==> src/rtl/grmc_pkg.sv <==
// Shared types, constants and helper functions of the grid ray-march column block.
package grmc_pkg;

    // Register indexes of the configuration port
    localparam logic [3:0] REG_SCREEN_WIDTH  = 4'd0;
    localparam logic [3:0] REG_SCREEN_HEIGHT = 4'd1;
    localparam logic [3:0] REG_FIELD_OF_VIEW = 4'd2;
    localparam logic [3:0] REG_MARCH_LIMIT   = 4'd3;
    localparam logic [3:0] REG_MAP_ROWS_A    = 4'd4;
    localparam logic [3:0] REG_MAP_ROWS_B    = 4'd5;
    localparam logic [3:0] REG_MAP_ROWS_C    = 4'd6;
    localparam logic [3:0] REG_MAP_ROWS_D    = 4'd7;

    // Reset values of the registers
    localparam logic [11:0] RST_SCREEN_WIDTH  = 12'd1920;
    localparam logic [10:0] RST_SCREEN_HEIGHT = 11'd1080;
    localparam logic [15:0] RST_FIELD_OF_VIEW = 16'd8192;
    localparam logic [7:0]  RST_MARCH_LIMIT   = 8'd160;

    // One cell is 163840 track units (2^15 * 5)
    localparam int CELL_SCALE  = 163840;
    localparam int CELL_SHIFT  = 15;
    localparam int RECIP_FIVE  = 205;
    localparam int RECIP_SHIFT = 10;
    localparam int POS_SCALE   = 40;
    localparam int NEAR_STEPS  = 20;

    // Q30 value of two pi, used when building the sine table
    localparam logic [63:0] TWO_PI_Q30 = 64'd6746518852;

    localparam int BASE_W  = 22;
    localparam int TRACK_W = 25;
    localparam int TRIG_W  = 16;

    typedef struct packed {
        logic [15:0] pos_x;
        logic [15:0] pos_y;
        logic [15:0] view_angle;
        logic [11:0] column;
    } t_in_item;

    typedef struct packed {
        logic signed [15:0] ceiling_row;
        logic [14:0]        floor_row;
        logic [7:0]         wall_red;
        logic [7:0]         wall_green;
        logic [7:0]         wall_blue;
        logic [7:0]         step_count;
        logic               left_map;
    } t_out_item;

    typedef struct packed {
        logic [3:0]  index;
        logic [63:0] value;
    } t_cfg_write;

    typedef struct packed {
        logic [11:0]  screen_width;
        logic [10:0]  screen_height;
        logic [15:0]  field_of_view;
        logic [7:0]   march_limit;
        logic [255:0] wall_map;
    } t_cfg;

    // Ray handed from the front to the back: start point and per-step increment
    typedef struct packed {
        logic [BASE_W-1:0]        base_x;
        logic [BASE_W-1:0]        base_y;
        logic signed [TRIG_W-1:0] step_x;
        logic signed [TRIG_W-1:0] step_y;
    } t_ray;

    typedef enum logic [2:0] {
        FR_IDLE,
        FR_DIV_GO,
        FR_DIV_WAIT,
        FR_TRIG,
        FR_PUSH
    } t_front_state;

    typedef enum logic [2:0] {
        BK_IDLE,
        BK_MARCH,
        BK_MUL,
        BK_DIV,
        BK_WAIT,
        BK_OUT
    } t_back_state;

    // Base wall colour {red, green, blue} from the parity of the final cell
    function automatic logic [23:0] base_colour(input logic [1:0] sel);
        logic [23:0] rgb;
        case (sel)
            2'd0:    rgb = {8'd139, 8'd69,  8'd19};
            2'd1:    rgb = {8'd70,  8'd130, 8'd180};
            2'd2:    rgb = {8'd147, 8'd112, 8'd219};
            default: rgb = {8'd128, 8'd128, 8'd128};
        endcase
        return rgb;
    endfunction

    // Cell of an in-map coordinate; points up to one cell below zero count as cell 0
    function automatic logic [3:0] cell_index(input logic signed [TRACK_W-1:0] p);
        logic [6:0]  q;
        logic [14:0] prod;
        q    = p[21:CELL_SHIFT];
        prod = 15'(q) * 15'(RECIP_FIVE);
        return (p > 0) ? prod[13:RECIP_SHIFT] : 4'd0;
    endfunction

    // Odd parity of the cell magnitude of any coordinate
    function automatic logic cell_odd(input logic signed [TRACK_W-1:0] p);
        logic [TRACK_W-1:0] mag;
        logic [8:0]         q;
        logic [16:0]        prod;
        mag  = p[TRACK_W-1] ? TRACK_W'(-p) : TRACK_W'(p);
        q    = mag[23:CELL_SHIFT];
        prod = 17'(q) * 17'(RECIP_FIVE);
        return prod[RECIP_SHIFT];
    endfunction

endpackage

==> src/rtl/grmc_chan_if.sv <==
// Valid/ready channel carrying one payload of a given type.
interface grmc_chan_if #(
    parameter type T = logic
);
    logic valid;
    logic ready;
    T     data;

    modport source (output valid, output data, input ready);
    modport sink   (input valid, input data, output ready);
endinterface

==> src/rtl/grmc_div.sv <==
// Restoring divider, one quotient bit per cycle.
module grmc_div #(
    parameter int NW = 20,
    parameter int DW = 9
) (
    input  logic          i_clk,
    input  logic          i_rst_n,
    input  logic          i_start,
    input  logic [NW-1:0] i_num,
    input  logic [DW-1:0] i_den,
    output logic          o_done,
    output logic [NW-1:0] o_quo
);
    localparam int CW = $clog2(NW + 1);

    logic          r_busy;
    logic          r_done;
    logic [CW-1:0] r_cnt;
    logic [NW-1:0] r_quo;
    logic [DW-1:0] r_rem;
    logic [DW-1:0] r_den;

    logic [DW:0] trial;
    logic [DW:0] diff;
    logic        fits;

    // Trial subtraction of the divisor from the shifted remainder
    always_comb begin
        trial = {r_rem, r_quo[NW-1]};
        diff  = trial - {1'b0, r_den};
        fits  = (trial >= {1'b0, r_den});
    end

    always_ff @(posedge i_clk) begin
        if (!i_rst_n) begin
            r_busy <= 1'b0;
            r_done <= 1'b0;
            r_cnt  <= '0;
        end else begin
            r_done <= 1'b0;
            if (i_start) begin
                r_quo  <= i_num;
                r_rem  <= '0;
                r_den  <= i_den;
                r_cnt  <= CW'(NW);
                r_busy <= 1'b1;
            end else if (r_busy) begin
                r_rem <= fits ? diff[DW-1:0] : trial[DW-1:0];
                r_quo <= {r_quo[NW-2:0], fits};
                r_cnt <= r_cnt - CW'(1);
                if (r_cnt == CW'(1)) begin
                    r_busy <= 1'b0;
                    r_done <= 1'b1;
                end
            end
        end
    end

    assign o_done = r_done;
    assign o_quo  = r_quo;
endmodule

==> src/rtl/grmc_front.sv <==
// Front end: ray angle from column, sine and cosine lookup, ray set-up.
module grmc_front #(
    parameter int ANGLE_BITS      = 16,
    parameter int TRIG_TABLE_BITS = 10
) (
    input  logic                 i_clk,
    input  logic                 i_rst_n,
    input  grmc_pkg::t_cfg       i_cfg,
    grmc_chan_if.sink            i_in,
    grmc_chan_if.source          o_ray
);
    localparam int TRIG_N  = 1 << TRIG_TABLE_BITS;
    localparam int QUARTER = TRIG_N / 4;
    localparam int EXT_W   = ANGLE_BITS + TRIG_TABLE_BITS;
    localparam int AMASK   = (1 << ANGLE_BITS) - 1;

    // One quarter-turn sine entry in Q1.14 from a truncated Taylor series
    function automatic logic [15:0] quarter_sine(input int unsigned r);
        logic [63:0] theta;
        logic [63:0] sq;
        logic [63:0] term;
        logic [63:0] sum;
        theta = (64'(r) * grmc_pkg::TWO_PI_Q30) >> TRIG_TABLE_BITS;
        sq    = (theta * theta) >> 30;
        term  = theta;
        sum   = theta;
        for (int n = 1; n < 9; n++) begin
            term = ((term * sq) >> 30) / 64'((2 * n) * (2 * n + 1));
            if ((n % 2) == 1) begin
                sum = sum - term;
            end else begin
                sum = sum + term;
            end
        end
        return 16'((sum + 64'd32768) >> 16);
    endfunction

    // Full-turn table folded out of the first quarter
    function automatic logic [TRIG_N*16-1:0] build_rom();
        logic [TRIG_N*16-1:0] rom;
        logic signed [15:0]   v;
        int                   q;
        int                   r;
        rom = '0;
        for (int k = 0; k < TRIG_N; k++) begin
            q = k / QUARTER;
            r = k % QUARTER;
            v = ((q % 2) == 1) ? quarter_sine(QUARTER - r) : quarter_sine(r);
            rom[k*16 +: 16] = ((q / 2) % 2 == 1) ? -v : v;
        end
        return rom;
    endfunction

    localparam logic [TRIG_N*16-1:0] SINE_ROM = build_rom();

    grmc_pkg::t_front_state r_state, n_state;
    grmc_pkg::t_in_item     r_item;
    grmc_pkg::t_ray         r_ray;
    logic [TRIG_TABLE_BITS-1:0] r_index;

    logic [15:0]                 fov_m;
    logic [11:0]                 width_eff;
    logic                        div_start;
    logic                        div_done;
    logic [27:0]                 div_quo;
    logic [ANGLE_BITS-1:0]       angle;
    logic [EXT_W-1:0]            angle_ext;
    logic [TRIG_TABLE_BITS-1:0]  index;
    logic [TRIG_TABLE_BITS-1:0]  cos_index;

    // Effective registers and the angle sum
    always_comb begin
        fov_m     = i_cfg.field_of_view & 16'(AMASK);
        width_eff = (i_cfg.screen_width == 12'd0) ? 12'd1 : i_cfg.screen_width;
        angle     = r_item.view_angle[ANGLE_BITS-1:0] - ANGLE_BITS'(fov_m >> 1)
                    + div_quo[ANGLE_BITS-1:0];
        angle_ext = EXT_W'(angle) << TRIG_TABLE_BITS;
        index     = TRIG_TABLE_BITS'(angle_ext >> ANGLE_BITS);
        cos_index = r_index + TRIG_TABLE_BITS'(QUARTER);
    end

    grmc_div #(.NW(28), .DW(12)) u_div (
        .i_clk   (i_clk),
        .i_rst_n (i_rst_n),
        .i_start (div_start),
        .i_num   (28'(r_item.column) * 28'(fov_m)),
        .i_den   (width_eff),
        .o_done  (div_done),
        .o_quo   (div_quo)
    );

    // Next state and handshake outputs
    always_comb begin
        n_state     = r_state;
        div_start   = 1'b0;
        i_in.ready  = 1'b0;
        o_ray.valid = 1'b0;
        case (r_state)
            grmc_pkg::FR_IDLE: begin
                i_in.ready = 1'b1;
                if (i_in.valid) n_state = grmc_pkg::FR_DIV_GO;
            end
            grmc_pkg::FR_DIV_GO: begin
                div_start = 1'b1;
                n_state   = grmc_pkg::FR_DIV_WAIT;
            end
            grmc_pkg::FR_DIV_WAIT: begin
                if (div_done) n_state = grmc_pkg::FR_TRIG;
            end
            grmc_pkg::FR_TRIG: begin
                n_state = grmc_pkg::FR_PUSH;
            end
            grmc_pkg::FR_PUSH: begin
                o_ray.valid = 1'b1;
                if (o_ray.ready) n_state = grmc_pkg::FR_IDLE;
            end
            default: n_state = grmc_pkg::FR_IDLE;
        endcase
    end

    always_ff @(posedge i_clk) begin
        if (!i_rst_n) begin
            r_state <= grmc_pkg::FR_IDLE;
        end else begin
            r_state <= n_state;
        end
    end

    // Hold the item, then the table index, then the ray
    always_ff @(posedge i_clk) begin
        if (r_state == grmc_pkg::FR_IDLE && i_in.valid) begin
            r_item <= i_in.data;
        end
        if (r_state == grmc_pkg::FR_DIV_WAIT && div_done) begin
            r_index <= index;
        end
        if (r_state == grmc_pkg::FR_TRIG) begin
            r_ray.base_x <= grmc_pkg::BASE_W'(r_item.pos_x)
                            * grmc_pkg::BASE_W'(grmc_pkg::POS_SCALE);
            r_ray.base_y <= grmc_pkg::BASE_W'(r_item.pos_y)
                            * grmc_pkg::BASE_W'(grmc_pkg::POS_SCALE);
            r_ray.step_x <= SINE_ROM[{r_index, 4'b0} +: 16];
            r_ray.step_y <= SINE_ROM[{cos_index, 4'b0} +: 16];
        end
    end

    assign o_ray.data = r_ray;
endmodule

==> src/rtl/grmc_fifo.sv <==
// Two-entry queue between the front and the back.
module grmc_fifo (
    input  logic        i_clk,
    input  logic        i_rst_n,
    grmc_chan_if.sink   i_push,
    grmc_chan_if.source o_pop
);
    grmc_pkg::t_ray r_mem [2];
    logic           r_wr;
    logic           r_rd;
    logic [1:0]     r_count;
    logic           push;
    logic           pop;

    always_comb begin
        i_push.ready = (r_count != 2'd2);
        o_pop.valid  = (r_count != 2'd0);
        o_pop.data   = r_mem[r_rd];
        push         = i_push.valid && i_push.ready;
        pop          = o_pop.valid && o_pop.ready;
    end

    // Store on push
    always_ff @(posedge i_clk) begin
        if (push) r_mem[r_wr] <= i_push.data;
    end

    // Advance pointers and the fill count
    always_ff @(posedge i_clk) begin
        if (!i_rst_n) begin
            r_wr    <= 1'b0;
            r_rd    <= 1'b0;
            r_count <= 2'd0;
        end else begin
            if (push) r_wr <= ~r_wr;
            if (pop)  r_rd <= ~r_rd;
            r_count <= r_count + 2'(push) - 2'(pop);
        end
    end
endmodule

==> src/rtl/grmc_back.sv <==
// Back end: tenth-cell march over the wall map, slice rows and shading.
module grmc_back #(
    parameter int MAP_SIDE = 16
) (
    input  logic           i_clk,
    input  logic           i_rst_n,
    input  grmc_pkg::t_cfg i_cfg,
    grmc_chan_if.sink      i_ray,
    grmc_chan_if.source    o_res
);
    localparam int TW = grmc_pkg::TRACK_W;
    localparam logic signed [TW-1:0] NEG_EDGE = -TW'(grmc_pkg::CELL_SCALE);
    localparam logic signed [TW-1:0] MAP_EDGE = TW'(MAP_SIDE * grmc_pkg::CELL_SCALE);

    grmc_pkg::t_back_state r_state, n_state;
    grmc_pkg::t_ray        r_ray;
    grmc_pkg::t_out_item   r_out;
    logic                  r_ov;
    logic signed [TW-1:0]  r_xp, r_yp, r_fx, r_fy;
    logic [7:0]            r_k, r_steps, r_shade;
    logic                  r_left;
    logic signed [20:0]    r_num;

    logic [7:0]            lim;
    logic signed [TW-1:0]  sx, sy, nx, ny;
    logic [7:0]            k_next;
    logic                  leaves;
    logic                  wall;
    logic [23:0]           rgb;
    logic                  div_start;
    logic                  ceil_done, red_done, green_done, blue_done;
    logic [19:0]           ceil_quo, red_quo, green_quo, blue_quo;
    logic [19:0]           num_mag;
    logic signed [15:0]    ceil_row;
    logic                  load_out;

    // One march step and its tests
    always_comb begin
        lim    = (i_cfg.march_limit == 8'd0) ? 8'd1 : i_cfg.march_limit;
        sx     = TW'(r_ray.step_x);
        sy     = TW'(r_ray.step_y);
        nx     = r_xp + sx;
        ny     = r_yp + sy;
        k_next = r_k + 8'd1;
        leaves = (nx <= NEG_EDGE) || (nx >= MAP_EDGE) || (ny <= NEG_EDGE) || (ny >= MAP_EDGE);
        wall   = i_cfg.wall_map[{grmc_pkg::cell_index(nx), grmc_pkg::cell_index(ny)}];
        rgb    = grmc_pkg::base_colour({grmc_pkg::cell_odd(r_fx), grmc_pkg::cell_odd(r_fy)});
        num_mag  = r_num[20] ? 20'(-r_num) : 20'(r_num);
        ceil_row = r_num[20] ? -16'(ceil_quo) : 16'(ceil_quo);
    end

    grmc_div #(.NW(20), .DW(9)) u_div_ceil (
        .i_clk(i_clk), .i_rst_n(i_rst_n), .i_start(div_start),
        .i_num(num_mag), .i_den({r_steps, 1'b0}),
        .o_done(ceil_done), .o_quo(ceil_quo)
    );
    grmc_div #(.NW(20), .DW(9)) u_div_red (
        .i_clk(i_clk), .i_rst_n(i_rst_n), .i_start(div_start),
        .i_num(20'(rgb[23:16]) * 20'(r_shade)), .i_den({1'b0, lim}),
        .o_done(red_done), .o_quo(red_quo)
    );
    grmc_div #(.NW(20), .DW(9)) u_div_green (
        .i_clk(i_clk), .i_rst_n(i_rst_n), .i_start(div_start),
        .i_num(20'(rgb[15:8]) * 20'(r_shade)), .i_den({1'b0, lim}),
        .o_done(green_done), .o_quo(green_quo)
    );
    grmc_div #(.NW(20), .DW(9)) u_div_blue (
        .i_clk(i_clk), .i_rst_n(i_rst_n), .i_start(div_start),
        .i_num(20'(rgb[7:0]) * 20'(r_shade)), .i_den({1'b0, lim}),
        .o_done(blue_done), .o_quo(blue_quo)
    );

    // Next state and handshake outputs
    always_comb begin
        n_state     = r_state;
        div_start   = 1'b0;
        load_out    = 1'b0;
        i_ray.ready = 1'b0;
        case (r_state)
            grmc_pkg::BK_IDLE: begin
                i_ray.ready = 1'b1;
                if (i_ray.valid) n_state = grmc_pkg::BK_MARCH;
            end
            grmc_pkg::BK_MARCH: begin
                if (leaves || wall || k_next == lim) n_state = grmc_pkg::BK_MUL;
            end
            grmc_pkg::BK_MUL: begin
                n_state = grmc_pkg::BK_DIV;
            end
            grmc_pkg::BK_DIV: begin
                div_start = 1'b1;
                n_state   = grmc_pkg::BK_WAIT;
            end
            grmc_pkg::BK_WAIT: begin
                if (ceil_done) n_state = grmc_pkg::BK_OUT;
            end
            grmc_pkg::BK_OUT: begin
                if (!r_ov || o_res.ready) begin
                    load_out = 1'b1;
                    n_state  = grmc_pkg::BK_IDLE;
                end
            end
            default: n_state = grmc_pkg::BK_IDLE;
        endcase
    end

    always_ff @(posedge i_clk) begin
        if (!i_rst_n) begin
            r_state <= grmc_pkg::BK_IDLE;
            r_ov    <= 1'b0;
        end else begin
            r_state <= n_state;
            if (load_out) begin
                r_ov <= 1'b1;
            end else if (o_res.ready) begin
                r_ov <= 1'b0;
            end
        end
    end

    // March, final point, products and results
    always_ff @(posedge i_clk) begin
        case (r_state)
            grmc_pkg::BK_IDLE: begin
                if (i_ray.valid) begin
                    r_ray  <= i_ray.data;
                    r_xp   <= TW'({1'b0, i_ray.data.base_x});
                    r_yp   <= TW'({1'b0, i_ray.data.base_y});
                    r_k    <= 8'd0;
                    r_left <= 1'b0;
                end
            end
            grmc_pkg::BK_MARCH: begin
                r_xp <= nx;
                r_yp <= ny;
                r_k  <= k_next;
                if (leaves) begin
                    r_left  <= 1'b1;
                    r_steps <= lim;
                end else begin
                    r_steps <= k_next;
                end
            end
            grmc_pkg::BK_MUL: begin
                r_fx    <= TW'({1'b0, r_ray.base_x})
                           + TW'($signed({1'b0, r_steps})) * TW'(r_ray.step_x);
                r_fy    <= TW'({1'b0, r_ray.base_y})
                           + TW'($signed({1'b0, r_steps})) * TW'(r_ray.step_y);
                r_num   <= $signed({1'b0, i_cfg.screen_height})
                           * ($signed({1'b0, r_steps}) - 9'(grmc_pkg::NEAR_STEPS));
                r_shade <= lim - r_steps;
            end
            // Quotients hold until the next start, so load only once the slot is free
            grmc_pkg::BK_OUT: begin
                if (load_out) begin
                    r_out.ceiling_row <= ceil_row;
                    r_out.floor_row   <= 15'(16'(i_cfg.screen_height) - ceil_row);
                    r_out.wall_red    <= red_quo[7:0];
                    r_out.wall_green  <= green_quo[7:0];
                    r_out.wall_blue   <= blue_quo[7:0];
                    r_out.step_count  <= r_steps;
                    r_out.left_map    <= r_left;
                end
            end
            default: begin
            end
        endcase
    end

    assign o_res.valid = r_ov;
    assign o_res.data  = r_out;

    // The step counter stays below the limit while marching
    a_march_below_limit: assert property (@(posedge i_clk) disable iff (!i_rst_n)
        (r_state == grmc_pkg::BK_MARCH) |-> (r_k < lim))
        else $error("march step counter reached the limit");

    // Dividers report only while their results are awaited
    a_div_done_waiting: assert property (@(posedge i_clk) disable iff (!i_rst_n)
        ceil_done |-> (r_state == grmc_pkg::BK_WAIT))
        else $error("divider finished outside the wait state");

    // All four dividers finish together
    a_div_in_step: assert property (@(posedge i_clk) disable iff (!i_rst_n)
        ceil_done |-> (red_done && green_done && blue_done))
        else $error("colour dividers out of step with the ceiling divider");
endmodule

==> src/rtl/grid_ray_march_column_top.sv <==
// Top level of the grid ray-march column block: registers, front, queue and back.
//
// Each input item is one screen column; it yields one result with the wall slice rows, the
// shaded colour, the step count and the left-map flag. The front sets up the ray of one item at
// a time, using its 28-bit bit-serial divider for the column angle. The back then marches one
// tenth-cell step per cycle, up to the march limit (at most 255), and then forms the final
// products and runs its divider bank. A two-entry queue lets the front set up the next ray
// while the back marches, and an output register holds a finished result while the back goes
// on. Register writes are taken in any cycle and must only be made while idle.
module grid_ray_march_column_top #(
    parameter int MAP_SIDE        = 16,
    parameter int ANGLE_BITS      = 16,
    parameter int TRIG_TABLE_BITS = 10
) (
    input  logic        i_clk,
    input  logic        i_rst_n,
    grmc_chan_if.sink   i_in,
    grmc_chan_if.source o_out,
    grmc_chan_if.sink   i_cfg
);
    grmc_pkg::t_cfg r_cfg;

    grmc_chan_if #(.T(grmc_pkg::t_ray)) w_ray_q ();
    grmc_chan_if #(.T(grmc_pkg::t_ray)) w_ray_b ();

    assign i_cfg.ready = 1'b1;

    // Register writes; unknown indexes are dropped
    always_ff @(posedge i_clk) begin
        if (!i_rst_n) begin
            r_cfg.screen_width  <= grmc_pkg::RST_SCREEN_WIDTH;
            r_cfg.screen_height <= grmc_pkg::RST_SCREEN_HEIGHT;
            r_cfg.field_of_view <= grmc_pkg::RST_FIELD_OF_VIEW;
            r_cfg.march_limit   <= grmc_pkg::RST_MARCH_LIMIT;
            r_cfg.wall_map      <= '0;
        end else if (i_cfg.valid) begin
            case (i_cfg.data.index)
                grmc_pkg::REG_SCREEN_WIDTH:  r_cfg.screen_width  <= i_cfg.data.value[11:0];
                grmc_pkg::REG_SCREEN_HEIGHT: r_cfg.screen_height <= i_cfg.data.value[10:0];
                grmc_pkg::REG_FIELD_OF_VIEW: r_cfg.field_of_view <= i_cfg.data.value[15:0];
                grmc_pkg::REG_MARCH_LIMIT:   r_cfg.march_limit   <= i_cfg.data.value[7:0];
                grmc_pkg::REG_MAP_ROWS_A:    r_cfg.wall_map[63:0]    <= i_cfg.data.value;
                grmc_pkg::REG_MAP_ROWS_B:    r_cfg.wall_map[127:64]  <= i_cfg.data.value;
                grmc_pkg::REG_MAP_ROWS_C:    r_cfg.wall_map[191:128] <= i_cfg.data.value;
                grmc_pkg::REG_MAP_ROWS_D:    r_cfg.wall_map[255:192] <= i_cfg.data.value;
                default: begin
                end
            endcase
        end
    end

    grmc_front #(
        .ANGLE_BITS      (ANGLE_BITS),
        .TRIG_TABLE_BITS (TRIG_TABLE_BITS)
    ) u_front (
        .i_clk   (i_clk),
        .i_rst_n (i_rst_n),
        .i_cfg   (r_cfg),
        .i_in    (i_in),
        .o_ray   (w_ray_q)
    );

    grmc_fifo u_fifo (
        .i_clk   (i_clk),
        .i_rst_n (i_rst_n),
        .i_push  (w_ray_q),
        .o_pop   (w_ray_b)
    );

    grmc_back #(
        .MAP_SIDE (MAP_SIDE)
    ) u_back (
        .i_clk   (i_clk),
        .i_rst_n (i_rst_n),
        .i_cfg   (r_cfg),
        .i_ray   (w_ray_b),
        .o_res   (o_out)
    );
endmodule

==> src/flat_wrapper.sv <==
// flat-port wrapper written by rule: the top's interface ports become plain ports
module grid_ray_march_column_top_flat 
#(
    parameter int MAP_SIDE        = 16,
    parameter int ANGLE_BITS      = 16,
    parameter int TRIG_TABLE_BITS = 10
)
  (i_clk, i_rst_n, i_in_valid, i_in_data, i_in_ready, o_out_valid, o_out_data, o_out_ready, i_cfg_valid, i_cfg_data, i_cfg_ready);
  grmc_chan_if #(.T(grmc_pkg::t_in_item)) i_in_i ();
  grmc_chan_if #(.T(grmc_pkg::t_out_item)) o_out_i ();
  grmc_chan_if #(.T(grmc_pkg::t_cfg_write)) i_cfg_i ();
  input  logic i_clk;
  input  logic i_rst_n;
  input wire logic [$bits(i_in_i.valid)-1:0] i_in_valid;
  input wire logic [$bits(i_in_i.data)-1:0] i_in_data;
  output wire logic [$bits(i_in_i.ready)-1:0] i_in_ready;
  output wire logic [$bits(o_out_i.valid)-1:0] o_out_valid;
  output wire logic [$bits(o_out_i.data)-1:0] o_out_data;
  input wire logic [$bits(o_out_i.ready)-1:0] o_out_ready;
  input wire logic [$bits(i_cfg_i.valid)-1:0] i_cfg_valid;
  input wire logic [$bits(i_cfg_i.data)-1:0] i_cfg_data;
  output wire logic [$bits(i_cfg_i.ready)-1:0] i_cfg_ready;
  assign i_in_i.valid = i_in_valid;
  assign i_in_i.data = i_in_data;
  assign i_in_ready = i_in_i.ready;
  assign o_out_valid = o_out_i.valid;
  assign o_out_data = o_out_i.data;
  assign o_out_i.ready = o_out_ready;
  assign i_cfg_i.valid = i_cfg_valid;
  assign i_cfg_i.data = i_cfg_data;
  assign i_cfg_ready = i_cfg_i.ready;
  grid_ray_march_column_top #(.MAP_SIDE(MAP_SIDE), .ANGLE_BITS(ANGLE_BITS), .TRIG_TABLE_BITS(TRIG_TABLE_BITS)) u_core (.i_clk(i_clk), .i_rst_n(i_rst_n), .i_in(i_in_i), .o_out(o_out_i), .i_cfg(i_cfg_i));
endmodule
==> config.mk <==
export PLATFORM = sky130hd
export DESIGN_NAME = grid_ray_march_column_top_flat
export DESIGN_NICKNAME = d
export VERILOG_FILES = /design/src/rtl/grmc_pkg.sv /design/src/rtl/grmc_chan_if.sv /design/src/rtl/grmc_div.sv /design/src/rtl/grmc_front.sv /design/src/rtl/grmc_fifo.sv /design/src/rtl/grmc_back.sv /design/src/rtl/grid_ray_march_column_top.sv /design/src/flat_wrapper.sv
export SDC_FILE = /design/constraint.sdc
export NUM_CORES = 2
export LEC_CHECK = 0
export ABC_AREA = 1
export BUFFER_PORTS_ARGS = -buffer_cell sky130_fd_sc_hd__buf_2
export CAP_MARGIN = 5
export CELL_PAD_IN_SITES_DETAIL_PLACEMENT = 1
export CELL_PAD_IN_SITES_GLOBAL_PLACEMENT = 1
export CORE_MARGIN = 3
export CORE_UTILIZATION = 53
export DETAILED_ROUTE_END_ITERATION = 7
export PLACE_DENSITY = 0.95
export SYNTH_ARGS = -nofsm -noshare
export SYNTH_HDL_FRONTEND = slang
export SYNTH_HIERARCHICAL = 1
export SYNTH_SLANG_ARGS = --single-unit
==> constraint.sdc <==
create_clock -name i_clk -period 25.9 [get_ports i_clk]
set_input_delay 6.475 -clock i_clk [delete_from_list [all_inputs] [get_ports i_clk]]
set_output_delay 6.475 -clock i_clk [all_outputs]
set_load 0.1 [all_outputs]
==> results.json <==
{
  "holdPathStages": 0,
  "clock.fmax_ghz": 0.0845,
  "die-area_um2": 185000,
  "numCtsBuffers": 130,
  "drc": 1,
  "synth.avg_cell_area_um2": 7.87,
  "fillers": 21629,
  "die_w_um": 430,
  "port_buffers": 198,
  "critical_path.most_common_cell": "inv_1",
  "violations": "design-rule violations",
  "antenna_found_initial": 50,
  "wl_per_cell_um": 33.2,
  "clock_path_buffers": 3,
  "cts_setup_buffers": 0,
  "ys_warn_count": 6,
  "rr_worst_depth": 46,
  "place_congestion": 1.09,
  "rsz0062_at_grt": "no",
  "drive_above_1_share": 0.0635,
  "hpwl_um": 311000,
  "cts_tree": "built",
  "grt_pass1_wl_um": 700000,
  "layout_common_cells": "nand2_1, inv_1, nor2_1, nand3_1, edfxtp_1",
  "timing.setup.tns_ns": 0,
  "report.final.slew_viol_count": 0,
  "crit_type": "reg -> reg",
  "dr.first_iter.drc_count": 13392,
  "finalHoldWorstSlack_ns": 0.439,
  "area_growth_pct": 6.68,
  "max_stage_delay_ns": 0.60,
  "rows": 154,
  "setup_violations": 0,
  "ctsHoldBuffers": 0,
  "worstPathMaxFanout": 16,
  "critPathCaptureType": "flip-flop",
  "core-area_um2": 177000,
  "dieHeight_um": 430,
  "cp.arrival_ns": 12.44,
  "required_ns": 26.51,
  "cts_resized": 0,
  "clockRootBuffer": "clkbuf_16",
  "holdPathEnd": "u_core/u_back/o_res.data[0]$_DFFE_PP_",
  "syn_area_um2": 95100,
  "grt_max_degree": 119,
  "period_needed_ns": 11.83,
  "ff2ff_setup_slack_ns": 14.07,
  "status": "finished, violations left",
  "max_slew_margin": 0.0729,
  "first_global_vias": 104565,
  "final_common_cell": "nand2_1",
  "crit-reg2reg-launch": "u_core/u_back/r_fx[9]$_DFFE_PP_",
  "ant_nets": 0,
  "hold_start": "u_core/u_back/r_left$_DFFE_PP_",
  "postLayoutCoreUtil": 0.572,
  "cts_sinks": 1129,
  "nNetsFinal": 13448,
  "htreeDepth": 4,
  "dr.pass1.iters": 8,
  "finClkSkew_ns": 0.0455,
  "synthCells": 12084,
  "grt_overflow": 0,
  "via_per_inst": 6.72,
  "clk_pin_slew_ns": 0.06,
  "drv_cap": 0,
  "clock_latency_ns": 0.87,
  "ios": 200,
  "wl_um": 481000,
  "place_area_um2": 97000,
  "rr_endpoint": "u_core/u_back/u_div_green/o_quo[15]$_DFFE_PP_",
  "initial_core_util": 0.536,
  "stdcell_area_um2": 101000,
  "finalHoldViolCount": 0,
  "cp_slowest_cell": "nor2_1",
  "gr-usage-all-layers": 0.510,
  "hold_class": "reg -> reg",
  "period_share": 0.457,
  "cp-start-kind": "flip-flop",
  "vias": 97342,
  "tightest_slew_ns": 1.39
}
-- final cells by class --
type | count | area (um2) | share of cell area
well taps | 2340 | 2930 | 0.0289
clock buffers | 171 | 3660 | 0.0361
inverters | 1845 | 6940 | 0.0684
multi-input cells | 8573 | 54800 | 0.540
repair buffers | 319 | 1920 | 0.0189
clock inverters | 61 | 647 | 0.00638
diodes | 39 | 97.6 | 0.000962
flip-flops and latches | 1129 | 30400 | 0.300
-- worst max-delay path: cells and delay by family (launching register included) --
family / cells / cell delay [ns]
DFF: 1 / 0.56
adders and majority gates: 10 / 4.25
AOI/OAI and AO/OA: 9 / 1.90
xor gates and xnor gates: 3 / 1.14
buffers and inverters: 10 / 0.92
and+or+nand+nor: 14 / 2.80
-- worst max path at each step --
stage,startpoint,end,slack (ns),depth (start not counted)
6_report,u_core/u_back/r_fx[9]$_DFFE_PP_,u_core/u_back/u_div_green/o_quo[15]$_DFFE_PP_,14.07,46
3_5_place_dp,u_core/u_back/r_fx[9]$_DFFE_PP_,u_core/u_back/u_div_green/o_quo[15]$_DFFE_PP_,14.88,46
5_1_grt,u_core/u_back/r_fx[9]$_DFFE_PP_,u_core/u_back/u_div_green/o_quo[15]$_DFFE_PP_,13.56,46
2_1_floorplan,i_in_valid,u_core/u_front/r_item[0]$_DFFE_PP_,14.76,2
4_1_cts,u_core/u_back/r_fx[9]$_DFFE_PP_,u_core/u_back/u_div_green/o_quo[15]$_DFFE_PP_,14.34,46
3_3_place_gp,u_core/u_back/r_fy[4]$_DFFE_PP_,u_core/u_back/u_div_red/o_quo[15]$_DFFE_PP_,15.03,47
-- per-layer routing --
layer | GRT usage | part of all wire | vias to the layer above
met5 | 0 | 0.00023 | -
met2 | 0.801 | 0.45 | 8492
met1 | 0.567 | 0.33 | 47253
met3 | 0.143 | 0.11 | 3371
li1 | - | - | 38208
met4 | 0.447 | 0.11 | 18
-- sequential cells by signal (all words and copies together) (netlist names), 25 cells and up, named ones only --
| signal | count |
|---|---|
| u_core/u_back/r_fx | 25 |
| u_core/u_back/r_ray | 76 |
| u_core/u_back/r_xp | 25 |
| u_core/u_front/u_div/o_quo | 28 |
| u_core/u_front/o_ray.data | 70 |
| u_core/u_back/r_yp | 25 |
| u_core/r_cfg | 303 |
| u_core/u_front/r_item | 60 |
| u_core/u_back/o_res.data | 64 |
| u_core/u_back/r_fy | 25 |
| u_core/u_fifo/r_mem | 152 |
-- metrics by stage --
stage                     std cells  worst slack, ns
after CTS                     14438            14.34
after global placement        14206            15.03
after floorplan               12106            14.76
after detailed placement      14206            14.88
after global routing          14455            13.56
final                         14477            14.07
Power is not shown: default switching activity piles up to over one toggle a cycle in this logic, so the estimate is an artifact.
